==> config.mk <==
export PLATFORM = sky130hd
export DESIGN_NAME = reno_congestion_window
export DESIGN_NICKNAME = d
export VERILOG_FILES = /design/src/hdl/rcw_pkg.sv /design/src/hdl/reno_congestion_window.sv /design/src/hdl/rcw_divider.sv /design/src/hdl/rcw_core.sv
export SDC_FILE = /design/constraint.sdc
export NUM_CORES = 1
export LEC_CHECK = 0
export ABC_AREA = 1
export BUFFER_PORTS_ARGS = -buffer_cell sky130_fd_sc_hd__buf_2
export CORE_ASPECT_RATIO = 0.8
export CORE_MARGIN = 2
export CORE_UTILIZATION = 37
export DETAILED_ROUTE_END_ITERATION = 7
export GPL_TIMING_DRIVEN = 0
export PLACE_DENSITY = 0.65
export SLEW_MARGIN = 20
export SYNTH_ARGS = -nofsm -noshare
export SYNTH_HDL_FRONTEND = slang
export SYNTH_SLANG_ARGS = --single-unit
==> constraint.sdc <==
create_clock -name clk -period 7.19 [get_ports clk]
set_clock_uncertainty 0.1 [all_clocks]
set_input_delay 1.438 -clock clk [delete_from_list [all_inputs] [get_ports clk]]
set_output_delay 1.438 -clock clk [all_outputs]
set_load 0.02 [all_outputs]
==> src/hdl/rcw_pkg.sv <==
`timescale 1ns / 1ps
// Shared types and constants for the Reno congestion window block.
// Used by rcw_divider, rcw_core and reno_congestion_window.
package rcw_pkg;

  localparam int WORD_W = 32;
  // dividend of the additive increase: counter plus acks, one bit wider
  localparam int DIVIDEND_W = WORD_W + 1;
  // window plus one plus quotient
  localparam int WIN_W = WORD_W + 2;
  localparam int DIV_STEPS = DIVIDEND_W;
  localparam int DIV_CNT_W = $clog2(DIV_STEPS + 1);

  localparam logic [1:0] ACT_ACK  = 2'd0;
  localparam logic [1:0] ACT_LOSS = 2'd1;
  localparam logic [1:0] ACT_UNDO = 2'd2;
  localparam logic [1:0] ACT_LOAD = 2'd3;

  localparam logic [WORD_W-1:0] CWND_RESET  = 32'd10;
  localparam logic [WORD_W-1:0] SSTH_RESET  = 32'd2147483647;
  localparam logic [WORD_W-1:0] CLAMP_RESET = 32'hFFFF_FFFF;
  localparam logic [WORD_W-1:0] MIN_THRESH  = 32'd2;

  typedef struct packed {
    logic [1:0]        action;
    logic [WORD_W-1:0] acked;
    logic              cwnd_limited;
    logic [WORD_W-1:0] load_window;
    logic [WORD_W-1:0] load_threshold;
  } item_t;

  typedef struct packed {
    logic [WORD_W-1:0] window;
    logic [WORD_W-1:0] threshold;
    logic [WORD_W-1:0] answer;
  } result_t;

  typedef struct packed {
    logic                  start;
    logic [DIVIDEND_W-1:0] dividend;
    logic [WORD_W-1:0]     divisor;
  } div_req_t;

  typedef struct packed {
    logic                  done;
    logic [DIVIDEND_W-1:0] quotient;
    logic [WORD_W-1:0]     remainder;
  } div_rsp_t;

endpackage

==> src/hdl/reno_congestion_window.sv <==
`timescale 1ns / 1ps
// Reno congestion window: config register and output register around
// rcw_core, which captures the input. Depends on rcw_pkg, rcw_core.
//
//  channel  | handshake             | beat
//  ---------+-----------------------+------------------------------------------
//  in       | in_valid / in_stall   | action, acked, cwnd_limited, load_*
//  out      | out_valid / out_stall | window, threshold, answer
//  cfg      | cfg_valid / cfg_ready | window_clamp
//
// Loss, undo, load and ignored acks go through the execute and done states;
// acks that reach additive increase also pass the add and divide states, where
// the bit-serial divider works through the 33-bit counter sum.
// Reset: window 10, counter 0, threshold 2147483647, clamp all ones.
// in_stall is high while an item is in work; a result waiting in the output
// register does not hold off the next beat, only its completion.
module reno_congestion_window (
  input  logic                       clk,
  input  logic                       rst,
  input  logic                       in_valid,
  output logic                       in_stall,
  input  logic [1:0]                 action,
  input  logic [rcw_pkg::WORD_W-1:0] acked,
  input  logic                       cwnd_limited,
  input  logic [rcw_pkg::WORD_W-1:0] load_window,
  input  logic [rcw_pkg::WORD_W-1:0] load_threshold,
  output logic                       out_valid,
  input  logic                       out_stall,
  output logic [rcw_pkg::WORD_W-1:0] window,
  output logic [rcw_pkg::WORD_W-1:0] threshold,
  output logic [rcw_pkg::WORD_W-1:0] answer,
  input  logic                       cfg_valid,
  output logic                       cfg_ready,
  input  logic [rcw_pkg::WORD_W-1:0] window_clamp
);
  import rcw_pkg::*;

  logic [WORD_W-1:0] clamp;
  item_t             item;
  logic              busy;
  logic              res_valid;
  logic              res_ready;
  result_t           res;

  assign cfg_ready = 1'b1;

  always_ff @(posedge clk) begin
    if (rst) begin
      clamp <= CLAMP_RESET;
    end else if (cfg_valid && cfg_ready) begin
      clamp <= window_clamp;
    end
  end

  assign item.action         = action;
  assign item.acked          = acked;
  assign item.cwnd_limited   = cwnd_limited;
  assign item.load_window    = load_window;
  assign item.load_threshold = load_threshold;

  assign in_stall  = busy;
  assign res_ready = !out_valid || !out_stall;

  rcw_core u_core (
    .clk       (clk),
    .rst       (rst),
    .start     (in_valid && !in_stall),
    .item      (item),
    .clamp     (clamp),
    .busy      (busy),
    .res_valid (res_valid),
    .res_ready (res_ready),
    .res       (res)
  );

  always_ff @(posedge clk) begin
    if (rst) begin
      out_valid <= 1'b0;
    end else begin
      if (res_valid && res_ready) begin
        out_valid <= 1'b1;
        window    <= res.window;
        threshold <= res.threshold;
        answer    <= res.answer;
      end else if (!out_stall) begin
        out_valid <= 1'b0;
      end
    end
  end

endmodule

==> src/hdl/rcw_divider.sv <==
`timescale 1ns / 1ps
// Bit-serial restoring divider: the dividend shifts out MSB first while
// quotient bits shift in, one bit per cycle. Depends on rcw_pkg.
module rcw_divider (
  input  logic              clk,
  input  logic              rst,
  input  rcw_pkg::div_req_t req,
  output rcw_pkg::div_rsp_t rsp
);
  import rcw_pkg::*;

  logic [DIVIDEND_W-1:0] quo;
  logic [WORD_W-1:0]     rem;
  logic [WORD_W-1:0]     dvs;
  logic [DIV_CNT_W-1:0]  count;
  logic                  done;

  logic [DIVIDEND_W-1:0] trial;
  logic [DIVIDEND_W-1:0] diff;
  logic                  fits;

  always_comb begin
    trial = {rem, quo[DIVIDEND_W-1]};
    diff  = trial - {1'b0, dvs};
    fits  = trial >= {1'b0, dvs};
  end

  always_ff @(posedge clk) begin
    if (rst) begin
      count <= '0;
      done  <= 1'b0;
    end else begin
      done <= 1'b0;
      if (req.start) begin
        quo   <= req.dividend;
        rem   <= '0;
        dvs   <= req.divisor;
        count <= DIV_CNT_W'(DIV_STEPS);
      end else if (count != '0) begin
        // remainder stays below the divisor, so WORD_W bits hold it
        rem   <= fits ? diff[WORD_W-1:0] : trial[WORD_W-1:0];
        quo   <= {quo[DIVIDEND_W-2:0], fits};
        count <= count - DIV_CNT_W'(1);
        done  <= (count == DIV_CNT_W'(1));
      end
    end
  end

  assign rsp.done      = done;
  assign rsp.quotient  = quo;
  assign rsp.remainder = rem;

endmodule

==> src/hdl/rcw_core.sv <==
`timescale 1ns / 1ps
// Window state and event sequencer: slow start, additive increase through
// the serial divider, loss, undo and load. Depends on rcw_pkg, rcw_divider.
module rcw_core (
  input  logic                           clk,
  input  logic                           rst,
  input  logic                           start,
  input  rcw_pkg::item_t                 item,
  input  logic [rcw_pkg::WORD_W-1:0]     clamp,
  output logic                           busy,
  output logic                           res_valid,
  input  logic                           res_ready,
  output rcw_pkg::result_t               res
);
  import rcw_pkg::*;

  localparam logic [2:0] S_IDLE = 3'd0;
  localparam logic [2:0] S_EXEC = 3'd1;
  localparam logic [2:0] S_ADD  = 3'd2;
  localparam logic [2:0] S_DIV  = 3'd3;
  localparam logic [2:0] S_DONE = 3'd4;

  logic [2:0]        state;
  logic [WORD_W-1:0] cwnd;
  logic [WORD_W-1:0] cnt;
  logic [WORD_W-1:0] ssth;
  item_t             item_r;
  logic [WORD_W-1:0] answer;
  logic [WORD_W-1:0] acked_r;
  logic [WIN_W-1:0]  win_r;
  logic [WORD_W-1:0] divisor_r;
  div_req_t          div_req;
  div_rsp_t          div_rsp;

  // slow start
  logic [WORD_W:0]   ss_sum;
  logic [WORD_W:0]   ss_over;
  logic              ss_below;
  logic [WORD_W-1:0] ss_target;
  logic [WORD_W-1:0] ss_left;
  logic [WORD_W-1:0] ss_win;
  // loss / undo
  logic [WORD_W-1:0] half;
  logic [WORD_W-1:0] loss_ans;
  logic [WORD_W-1:0] dbl;
  logic [WORD_W-1:0] undo_ans;
  // additive increase
  logic [WORD_W-1:0]     wdiv;
  logic                  ai_wrap;
  logic [WORD_W-1:0]     ai_cnt0;
  logic [WIN_W-1:0]      ai_win;
  logic [DIVIDEND_W-1:0] ai_div;
  logic [WIN_W-1:0]      fin_win;
  logic [WORD_W-1:0]     fin_cwnd;

  rcw_divider u_div (
    .clk (clk),
    .rst (rst),
    .req (div_req),
    .rsp (div_rsp)
  );

  always_comb begin
    ss_sum    = {1'b0, cwnd} + {1'b0, item_r.acked};
    ss_over   = ss_sum - {1'b0, ssth};
    ss_below  = ss_sum < {1'b0, ssth};
    ss_target = ss_below ? ss_sum[WORD_W-1:0] : ssth;
    ss_left   = ss_below ? '0 : ss_over[WORD_W-1:0];
    ss_win    = (ss_target > clamp) ? clamp : ss_target;

    half     = {1'b0, cwnd[WORD_W-1:1]};
    loss_ans = (half > MIN_THRESH) ? half : MIN_THRESH;
    dbl      = {ssth[WORD_W-2:0], 1'b0};
    undo_ans = (cwnd > dbl) ? cwnd : dbl;

    // a zero window divides as one
    wdiv    = (cwnd == '0) ? WORD_W'(1) : cwnd;
    ai_wrap = cnt >= wdiv;
    ai_cnt0 = ai_wrap ? '0 : cnt;
    ai_win  = {2'b0, cwnd} + {{(WIN_W-1){1'b0}}, ai_wrap};
    ai_div  = {1'b0, ai_cnt0} + {1'b0, acked_r};

    fin_win  = win_r + {1'b0, div_rsp.quotient};
    fin_cwnd = (fin_win > {2'b0, clamp}) ? clamp : fin_win[WORD_W-1:0];
  end

  always_ff @(posedge clk) begin
    if (rst) begin
      state         <= S_IDLE;
      cwnd          <= CWND_RESET;
      cnt           <= '0;
      ssth          <= SSTH_RESET;
      div_req.start <= 1'b0;
    end else begin
      div_req.start <= 1'b0;
      case (state)
        S_IDLE: begin
          if (start) begin
            item_r <= item;
            state  <= S_EXEC;
          end
        end
        S_EXEC: begin
          answer <= '0;
          case (item_r.action)
            ACT_ACK: begin
              if (!item_r.cwnd_limited) begin
                state <= S_DONE;
              end else if (cwnd < ssth) begin
                cwnd    <= ss_win;
                acked_r <= ss_left;
                state   <= (ss_left == '0) ? S_DONE : S_ADD;
              end else begin
                acked_r <= item_r.acked;
                state   <= S_ADD;
              end
            end
            ACT_LOSS: begin
              ssth   <= loss_ans;
              answer <= loss_ans;
              state  <= S_DONE;
            end
            ACT_UNDO: begin
              answer <= undo_ans;
              state  <= S_DONE;
            end
            default: begin
              cwnd  <= item_r.load_window;
              ssth  <= item_r.load_threshold;
              state <= S_DONE;
            end
          endcase
        end
        S_ADD: begin
          // always divide; a quotient of zero leaves the sum as the counter
          div_req.start    <= 1'b1;
          div_req.dividend <= ai_div;
          div_req.divisor  <= wdiv;
          divisor_r        <= wdiv;
          win_r            <= ai_win;
          state            <= S_DIV;
        end
        S_DIV: begin
          if (div_rsp.done) begin
            cwnd  <= fin_cwnd;
            cnt   <= div_rsp.remainder;
            state <= S_DONE;
          end
        end
        S_DONE: begin
          if (res_ready) begin
            state <= S_IDLE;
          end
        end
        default: begin
          state <= S_IDLE;
        end
      endcase
    end
  end

  assign busy          = (state != S_IDLE);
  assign res_valid     = (state == S_DONE);
  assign res.window    = cwnd;
  assign res.threshold = ssth;
  assign res.answer    = answer;

  a_done_in_div: assert property (@(posedge clk) disable iff (rst)
    div_rsp.done |-> state == S_DIV)
    else $error("divider finished outside the divide state");

  a_rem_below: assert property (@(posedge clk) disable iff (rst)
    (state == S_DIV && div_rsp.done) |-> div_rsp.remainder < divisor_r)
    else $error("remainder not below the window");

  a_loss_floor: assert property (@(posedge clk) disable iff (rst)
    (state == S_EXEC && item_r.action == ACT_LOSS) |=> ssth >= MIN_THRESH)
    else $error("threshold below floor after loss");

  a_clamped: assert property (@(posedge clk) disable iff (rst)
    (state == S_DIV && div_rsp.done) |=> cwnd <= $past(clamp))
    else $error("window above clamp after increase");

endmodule
==> results.cfg, run 1 <==
[yosys]
syn_inst = 4201
synth.net_count = 4669
yosys_register_bits = 594
netlist_area_sq_mm = 0.0360
ys_warn_count = 0
syn-mean-instance-area_sq_um = 8.58
synth-edff-count = 454
synth_seq_area_share_pct = 45.6
netlist-cell-type-count = 55
synth-async-reset-ratio_pct = 0
dominantRegCellSynth = sky130_fd_sc_hd__edfxtp_1

[final_layout]
seqCellArea_sq_mm = 0.0165
layout.cells.most_common_list = sky130_fd_sc_hd__nand2_1 (849), sky130_fd_sc_hd__a21oi_1 (487), sky130_fd_sc_hd__edfxtp_1 (454), sky130_fd_sc_hd__inv_1 (453), sky130_fd_sc_hd__o21ai_0 (375)
layout.cells.most_common = sky130_fd_sc_hd__nand2_1
nNetsFinal = 4991
fin_area_sq_mm = 0.0420
multiInputGateArea_sq_mm = 0.0176
drive_gt1_share_pct = 11.5
flow.area_growth_from_synthesis_pct = 16.5
finalNonFillerCells = 5876
filler_cell_count = 9505

[detailed_routing]
drtAntennaViolNets = 0
initialDrtViolationCount = 4210
drt_wl_total_mm = 138
drt_drc_violations_left = 0
post_drt_wl_per_cell_um = 23.5
detail_route.vias_per_cell = 5.47
num_vias = 32100
first_pass_iters = 5

[global_routing]
globalRouteMet2Util_pct = 35.8
grt.busiest_layer = met1
number_of_global_route_vias_before_repair = 29000
initial_antenna_violation_count = 6
gr-usage-met1_pct = 41.7
gr-usage-met3_pct = 6.94
total_overflow_reported_by_the_global_router = 0
grt_max_degree = 35
grt_usage_pct = 26.7
grt_first_pass_wirelength_mm = 197

[clock_tree]
htree_levels = 2
clock_latency_ns = 0.67
cts.path.max_buffers = 3
cts_sinks = 594
tritoncts = built
cts.root.buffer_cell = sky130_fd_sc_hd__clkbuf_16
cts_hold_buf = 0
path_clk_slew_ns = 0.07
cts_inserted_buffers = 60

[status]
run_status = complete, no violations

[floorplanning]
design.portCount = 235
core_area_sq_mm = 0.0966
die_h_um = 283
dieArea_sq_mm = 0.0999
placement_rows = 102
start_util_pct = 37.3
die_extent_in_x_um = 353

[sta]
final-hold-violation-count = 0
timing.slew.headroom_pct = 19.7
fin_crit_sh_pct = 96.6
finalSetupViolations = 0
max_freq_mhz = 144
worst_pin_slew_ns = 1.20
finalWorstPathRequiredPeriod_ns = 6.94
drv_slew = 0

[power_and_ir_drop]
pwr-share-comb_pct = 49.0
peakVddDrop_uv = 239
internal_power_mw = 9.00
leakagePower_nw = 18.4
total_power_mw = 16.7
power_switching_mw = 7.74
netSwitchingFraction_pct = 46.3
pwr-share-seq_pct = 30.1
share_of_total_power_in_the_clock_network_pct = 20.8
power_density_mw_per_mm2 = 399

[critical_path]
critical-path-slowest-cell = sky130_fd_sc_hd__o21ai_1
cp_max_fo = 10
worst-endpoint-required_ns = 7.67
worstPathArrival_ns = 7.43
critical_path_sink_type = register
setup.worst_path.class = register to register
crit_top_cell = sky130_fd_sc_hd__nand2_1
crit_path_start_kind = register
slowest_delay_ns = 0.64

[placed_design]
dpl.hpwl_mm = 109
place.port_buffers = 231
dpl_cell_area_sq_mm = 0.0392
gp_congestion = 1.01
dp_cells = 5751

[worst_hold_path]
timing.hold.worst.class = register to register

[job]
drv.max_cap_violation_count = 0
## worst max-delay path, delay by kind of cell, from the launching register on
family                   cells  cell delay [ns]
AND/OR/NAND/NOR             17             2.06
flip-flops                   1             0.55
buffers and inverters        4             0.66
AO/OA/AOI/OAI               10             2.33
adder cells (fa/ha/maj)      3             1.11
## stage by stage
| step | hold slack, ns | util, % | setup TNS [ns] | setup slack, ns |
|---|---|---|---|---|
| after floorplan | 0.300 | - | 0 | 0.447 |
| after global placement | 0.301 | 40.2 | -950.84 | -2.91 |
| after detailed placement | 0.305 | 40.6 | -60.72 | -1.92 |
| after CTS | 0.310 | 43.1 | 0 | 0.00326 |
| after global routing | 0.320 | 43.4 | -0.00718 | -0.00718 |
| final | 0.315 | 43.4 | 0 | 0.245 |
## per-layer routing
layer / routed length (um) / share of wire, % / up-vias
met5: 161 / 0.12 / -
met4: 3510 / 2.5 / 6
met3: 16500 / 12 / 164
met2: 53400 / 39 / 1624
met1: 64400 / 47 / 15200
li1: - / - / 15100
## what timing repair did
action | 4_1_cts | 5_1_grt
pin swaps | 0 | 6
gates cloned | 0 | 0
setup endpoints to repair | 56 | 53
buffers inserted | 5 | 5
gates resized for setup | 69 | 89
## final timing paths
kind	start	to	slack (ns)	cells past startpoint
worst max-delay path	u_core.cwnd[12]	u_core.cwnd[15]	0.25	34
worst min-delay path	u_core.answer[7]	answer[7]	0.31	0
worst max register to register	u_core.cwnd[12]	u_core.cwnd[15]	0.25	34
worst min register to register	u_core.answer[7]	answer[7]	0.31	0
## synthesized netlist by cell type (all sizes together), types with 2 or more instances
| library cell | number | area share (%) |
|---|---|---|
| nand2 | 862 | 9.0 |
| a21oi | 494 | 6.9 |
| inv | 456 | 4.8 |
| edfxtp | 454 | 38 |
| o21ai | 428 | 6.0 |
| ha | 327 | 11 |
| nor2 | 288 | 3.1 |
| nand3 | 164 | 2.3 |
| dfxtp | 140 | 7.8 |
| clkbuf | 133 | 1.4 |
| xor2 | 108 | 2.6 |
| nand4 | 49 | 0.85 |
| xnor2 | 39 | 0.95 |
| buf | 37 | 0.59 |
| nor3 | 37 | 0.58 |
| o211ai | 22 | 0.46 |
| a21o | 21 | 0.44 |
| o21a | 18 | 0.38 |
| o31ai | 18 | 0.38 |
| a21boi | 14 | 0.29 |
| o21bai | 14 | 0.29 |
| a211oi | 12 | 0.25 |
| or2 | 12 | 0.21 |
| nor4 | 11 | 0.21 |
| a31oi | 10 | 0.17 |
| fa | 5 | 0.28 |
| nand3b | 5 | 0.10 |
| a221oi | 4 | 0.097 |
| nor3b | 3 | 0.063 |
| o221a | 3 | 0.094 |
| and3 | 2 | 0.035 |
| o221ai | 2 | 0.049 |
| o41ai | 2 | 0.049 |
## flip-flops by register name, indices dropped and copies added (netlist names)
register            cells
u_core.div_req         66
u_core.u_div.dvs       32
u_core.ssth            32
u_core.u_div.done       1
u_core.win_r           33
u_core.u_div.quo       33
u_core.u_div.count      6
u_core.acked_r         32
u_core.cnt             32
u_core.state            3
answer                 32
u_core.u_div.rem       32
u_core.item_r          99
clamp                  32
threshold              32
u_core.answer          32
u_core.cwnd            32
window                 32
out_valid               1
## kinds of logic after synthesis
family | count (synthesis) | share of synthesized area, %
xor gates and xnor gates | 147 | 3.57
AOI/OAI and AO/OA | 1065 | 15.8
other | 1 | 0.0104
buffers and inverters | 627 | 6.73
adders and majority gates | 332 | 11.6
and+or+nand+nor | 1435 | 16.6
DFF | 594 | 45.6
## power by group through the flow
stage	clock network, mW	logic [mW]	registers (mW)
3_3_place_gp	0	7.44	5.15
6_report	3.49	8.21	5.04
2_1_floorplan	0	4.90	4.80
4_1_cts	3.53	7.75	5.01
3_5_place_dp	0	7.57	5.09
5_1_grt	3.67	8.89	5.06
## cell type report
class                   count  share of cell area, %
well taps                1300                   3.88
diodes                      2                 0.0119
clock inverters            36                   1.35
inverters                 457                   4.09
plain buffers             170                   1.85
repair buffers            260                   3.84
flip-flops and latches    594                   39.3
clock buffers              77                   3.83
multi-input cells        2980                   41.9
(Power assumes the default switching activity.)
==> run 2, diff against run 1 <==
--- a/config.mk
+++ b/config.mk
@@ -16,4 +16,5 @@
 export SLEW_MARGIN = 20
 export SYNTH_ARGS = -nofsm -noshare
 export SYNTH_HDL_FRONTEND = slang
+export SYNTH_HIERARCHICAL = 1
 export SYNTH_SLANG_ARGS = --single-unit
==> run 2 against run 1 <==
  * Die area grew 6.8%
  * Setup slack lost 0.16 ns
  * Critical path depth is the same
  * Sequential share of layout area shrank 2.1 points
  * First-iteration DRC count grew 14%
  * Final cell count grew 11%
  * Sequential cell count is the same
  * Combinational power grew 51%
  * Non-clock buffer count shrank 10
  * Critical path type unchanged
  * Critical endpoint is now u_core/cwnd[15]
  * Largest power group unchanged
==> results.cfg, run 2 <==
[status]
run_status = complete, no violations

[floorplanning]
die_h_um = 293
die_extent_in_x_um = 365
design.portCount = 235
start_util_pct = 37.4
dieArea_sq_mm = 0.107
core_area_sq_mm = 0.103
placement_rows = 105

[yosys]
syn-mean-instance-area_sq_um = 8.13
synth_top_area_cell = sky130_fd_sc_hd__edfxtp_1
synth.net_count = 5203
synth.top_cells.by_count = sky130_fd_sc_hd__nand2_1 (1200), sky130_fd_sc_hd__inv_1 (640), sky130_fd_sc_hd__edfxtp_1 (454)
synthMostInstantiatedCell = sky130_fd_sc_hd__nand2_1
yosys_register_bits = 594
netlist_area_sq_mm = 0.0385
synth-edff-count = 454
synth_top_cells_by_area = sky130_fd_sc_hd__edfxtp_1 (35%), sky130_fd_sc_hd__nand2_1 (12%), sky130_fd_sc_hd__ha_1 (11%)
ys_warn_count = 6
syn_inst = 4735
netlist-cell-type-count = 73
synth_seq_area_share_pct = 42.7
synth-async-reset-ratio_pct = 0
dominantRegCellSynth = sky130_fd_sc_hd__edfxtp_1
synth_largest_type_area_fraction_pct = 35.4

[clock_tree]
cts_hold_buf = 0
cts.path.max_buffers = 3
htree_levels = 2
cts_sinks = 594
tritoncts = built
cts_inserted_buffers = 59
cts.root.buffer_cell = sky130_fd_sc_hd__clkbuf_16
path_clk_slew_ns = 0.07
clock_latency_ns = 0.66

[detailed_routing]
drt_drc_violations_left = 0
post_drt_wl_per_cell_um = 22.7
drt_wl_total_mm = 147
initialDrtViolationCount = 4799
detail_route.vias_per_cell = 5.35
drtAntennaViolNets = 0
num_vias = 34700
first_pass_iters = 8

[power_and_ir_drop]
pwr-share-seq_pct = 26.3
netSwitchingFraction_pct = 52.7
peakVddDrop_uv = 290
total_power_mw = 21.0
power_switching_mw = 11.1
leakagePower_nw = 20.6
internal_power_mw = 9.94
power_density_mw_per_mm2 = 474
share_of_total_power_in_the_clock_network_pct = 15.0
pwr-share-comb_pct = 58.7

[sta]
fin_crit_sh_pct = 98.7
final-hold-violation-count = 0
finalWorstPathRequiredPeriod_ns = 7.10
worst_pin_slew_ns = 1.26
max_freq_mhz = 141
holdWs_ns = 0.313
fin_setup_tns_ns = 0
timing.slew.headroom_pct = 15.5
setup_ws_ns = 0.0900
drv_slew = 0
finalSetupViolations = 0

[final_layout]
nNetsFinal = 5520
seqCellArea_sq_mm = 0.0165
drive_gt1_share_pct = 12.5
layout.cells.most_common_list = sky130_fd_sc_hd__nand2_1 (1197), sky130_fd_sc_hd__inv_1 (639), sky130_fd_sc_hd__edfxtp_1 (454), sky130_fd_sc_hd__a21oi_1 (397), sky130_fd_sc_hd__nor2_1 (349)
fin_area_sq_mm = 0.0443
finalNonFillerCells = 6496
filler_cell_count = 10200
regMostFlops = u_core/item_r
layout.cells.most_common = sky130_fd_sc_hd__nand2_1
largest_registers = u_core/item_r x99, u_core/div_req x66
multiInputGateArea_sq_mm = 0.0192
largest_register_ff_count = 99
share_of_the_core_filled_with_cells_pct = 43.1
flow.area_growth_from_synthesis_pct = 15.2

[global_routing]
grt_usage_pct = 26.8
number_of_global_route_vias_before_repair = 31600
initial_antenna_violation_count = 6
total_overflow_reported_by_the_global_router = 0
grt_first_pass_wirelength_mm = 210
grt_max_degree = 44

[job]
drv.max_cap_violation_count = 0

[placed_design]
placement.setup.worst_slack_ns = -1.35
dpl_cell_area_sq_mm = 0.0419
gp_congestion = 1.01
dpl.hpwl_mm = 119
place.port_buffers = 232
dp_cells = 6378

[critical_path]
slowest_delay_ns = 0.58
critPathBufInv = 6
cp_max_fo = 10
worstPathArrival_ns = 7.55
setup.worst_path.class = register to register
crit_path_start_kind = register
critical-path-slowest-cell = sky130_fd_sc_hd__o21ai_2
critical_path_sink_type = register
worst-endpoint-required_ns = 7.64
crit_top_cell = sky130_fd_sc_hd__nand2_1
cpLargestDelayFamily = simple AND/OR/NAND/NOR gates

[worst_hold_path]
timing.hold.worst.class = register to register
[run 2: worst register-to-register path: cells and delay by family (launching register included)]
| family | cells | cell delay [ns] |
|---|---|---|
| flops | 1 | 0.56 |
| compound gates | 7 | 1.68 |
| fa+ha+maj | 3 | 1.10 |
| buf+inv | 6 | 0.64 |
| xor+xnor | 1 | 0.22 |
| simple gates | 17 | 2.69 |
[run 2: layer usage]
metal / wire length [um] / vias up / global-route usage [%]
met3: 18700 / 198 / 7.54
met2: 57500 / 1766 / 36.3
met1: 67500 / 16400 / 41.1
met4: 3650 / 2 / 6.71
li1: - / 16400 / -
met5: 13 / - / 0.137
[run 2: final timing paths]
check / start / to / slack, ns / cells past startpoint
worst max register to register: u_core/item_r[67] / u_core/cwnd[15] / 0.09 / 34
worst min register to register: u_core/answer[28] / answer[28] / 0.31 / 0
worst max-delay path: u_core/item_r[67] / u_core/cwnd[15] / 0.09 / 34
worst min-delay path: u_core/answer[28] / answer[28] / 0.31 / 0
[run 2: final cells by class]
type	instances	share of cell area, %
sequential	594	37.2
inverter	655	5.56
clock inverter	39	0.844
buffer	164	2.03
clock buffer	73	3.52
timing repair buffer	256	3.61
antenna	2	0.0113
tap	1391	3.93
multi-input combinational	3322	43.3
[run 2: kinds of logic (layout without fill, tap and decap cells)]
family / count (synthesis) / after routing / synth area share [%]
DFF: 594 / 594 / 42.7
and+or+nand+nor: 2016 / 2016 / 22.6
AOI/OAI and AO/OA: 831 / 831 / 12.0
other: 1 / 3 / 0.00974
adders and majority gates: 332 / 332 / 10.9
buffers and inverters: 819 / 1187 / 8.60
xor gates and xnor gates: 142 / 142 / 3.23
[run 2: power groups by stage]
stage	Combinational, mW	Sequential, mW	Clock, mW
floorplan	7.39	4.98	0
global placement	11.3	5.57	0
finish	12.4	5.53	3.15
global route	13.3	5.52	3.32
CTS	11.5	5.48	3.19
detailed placement	11.4	5.52	0
[run 2: timing repair]
action / CTS / global route
setup buffers: 0 / 4
pin swaps: 0 / 10
setup endpoints to repair: 32 / 32
resized for setup: 48 / 94
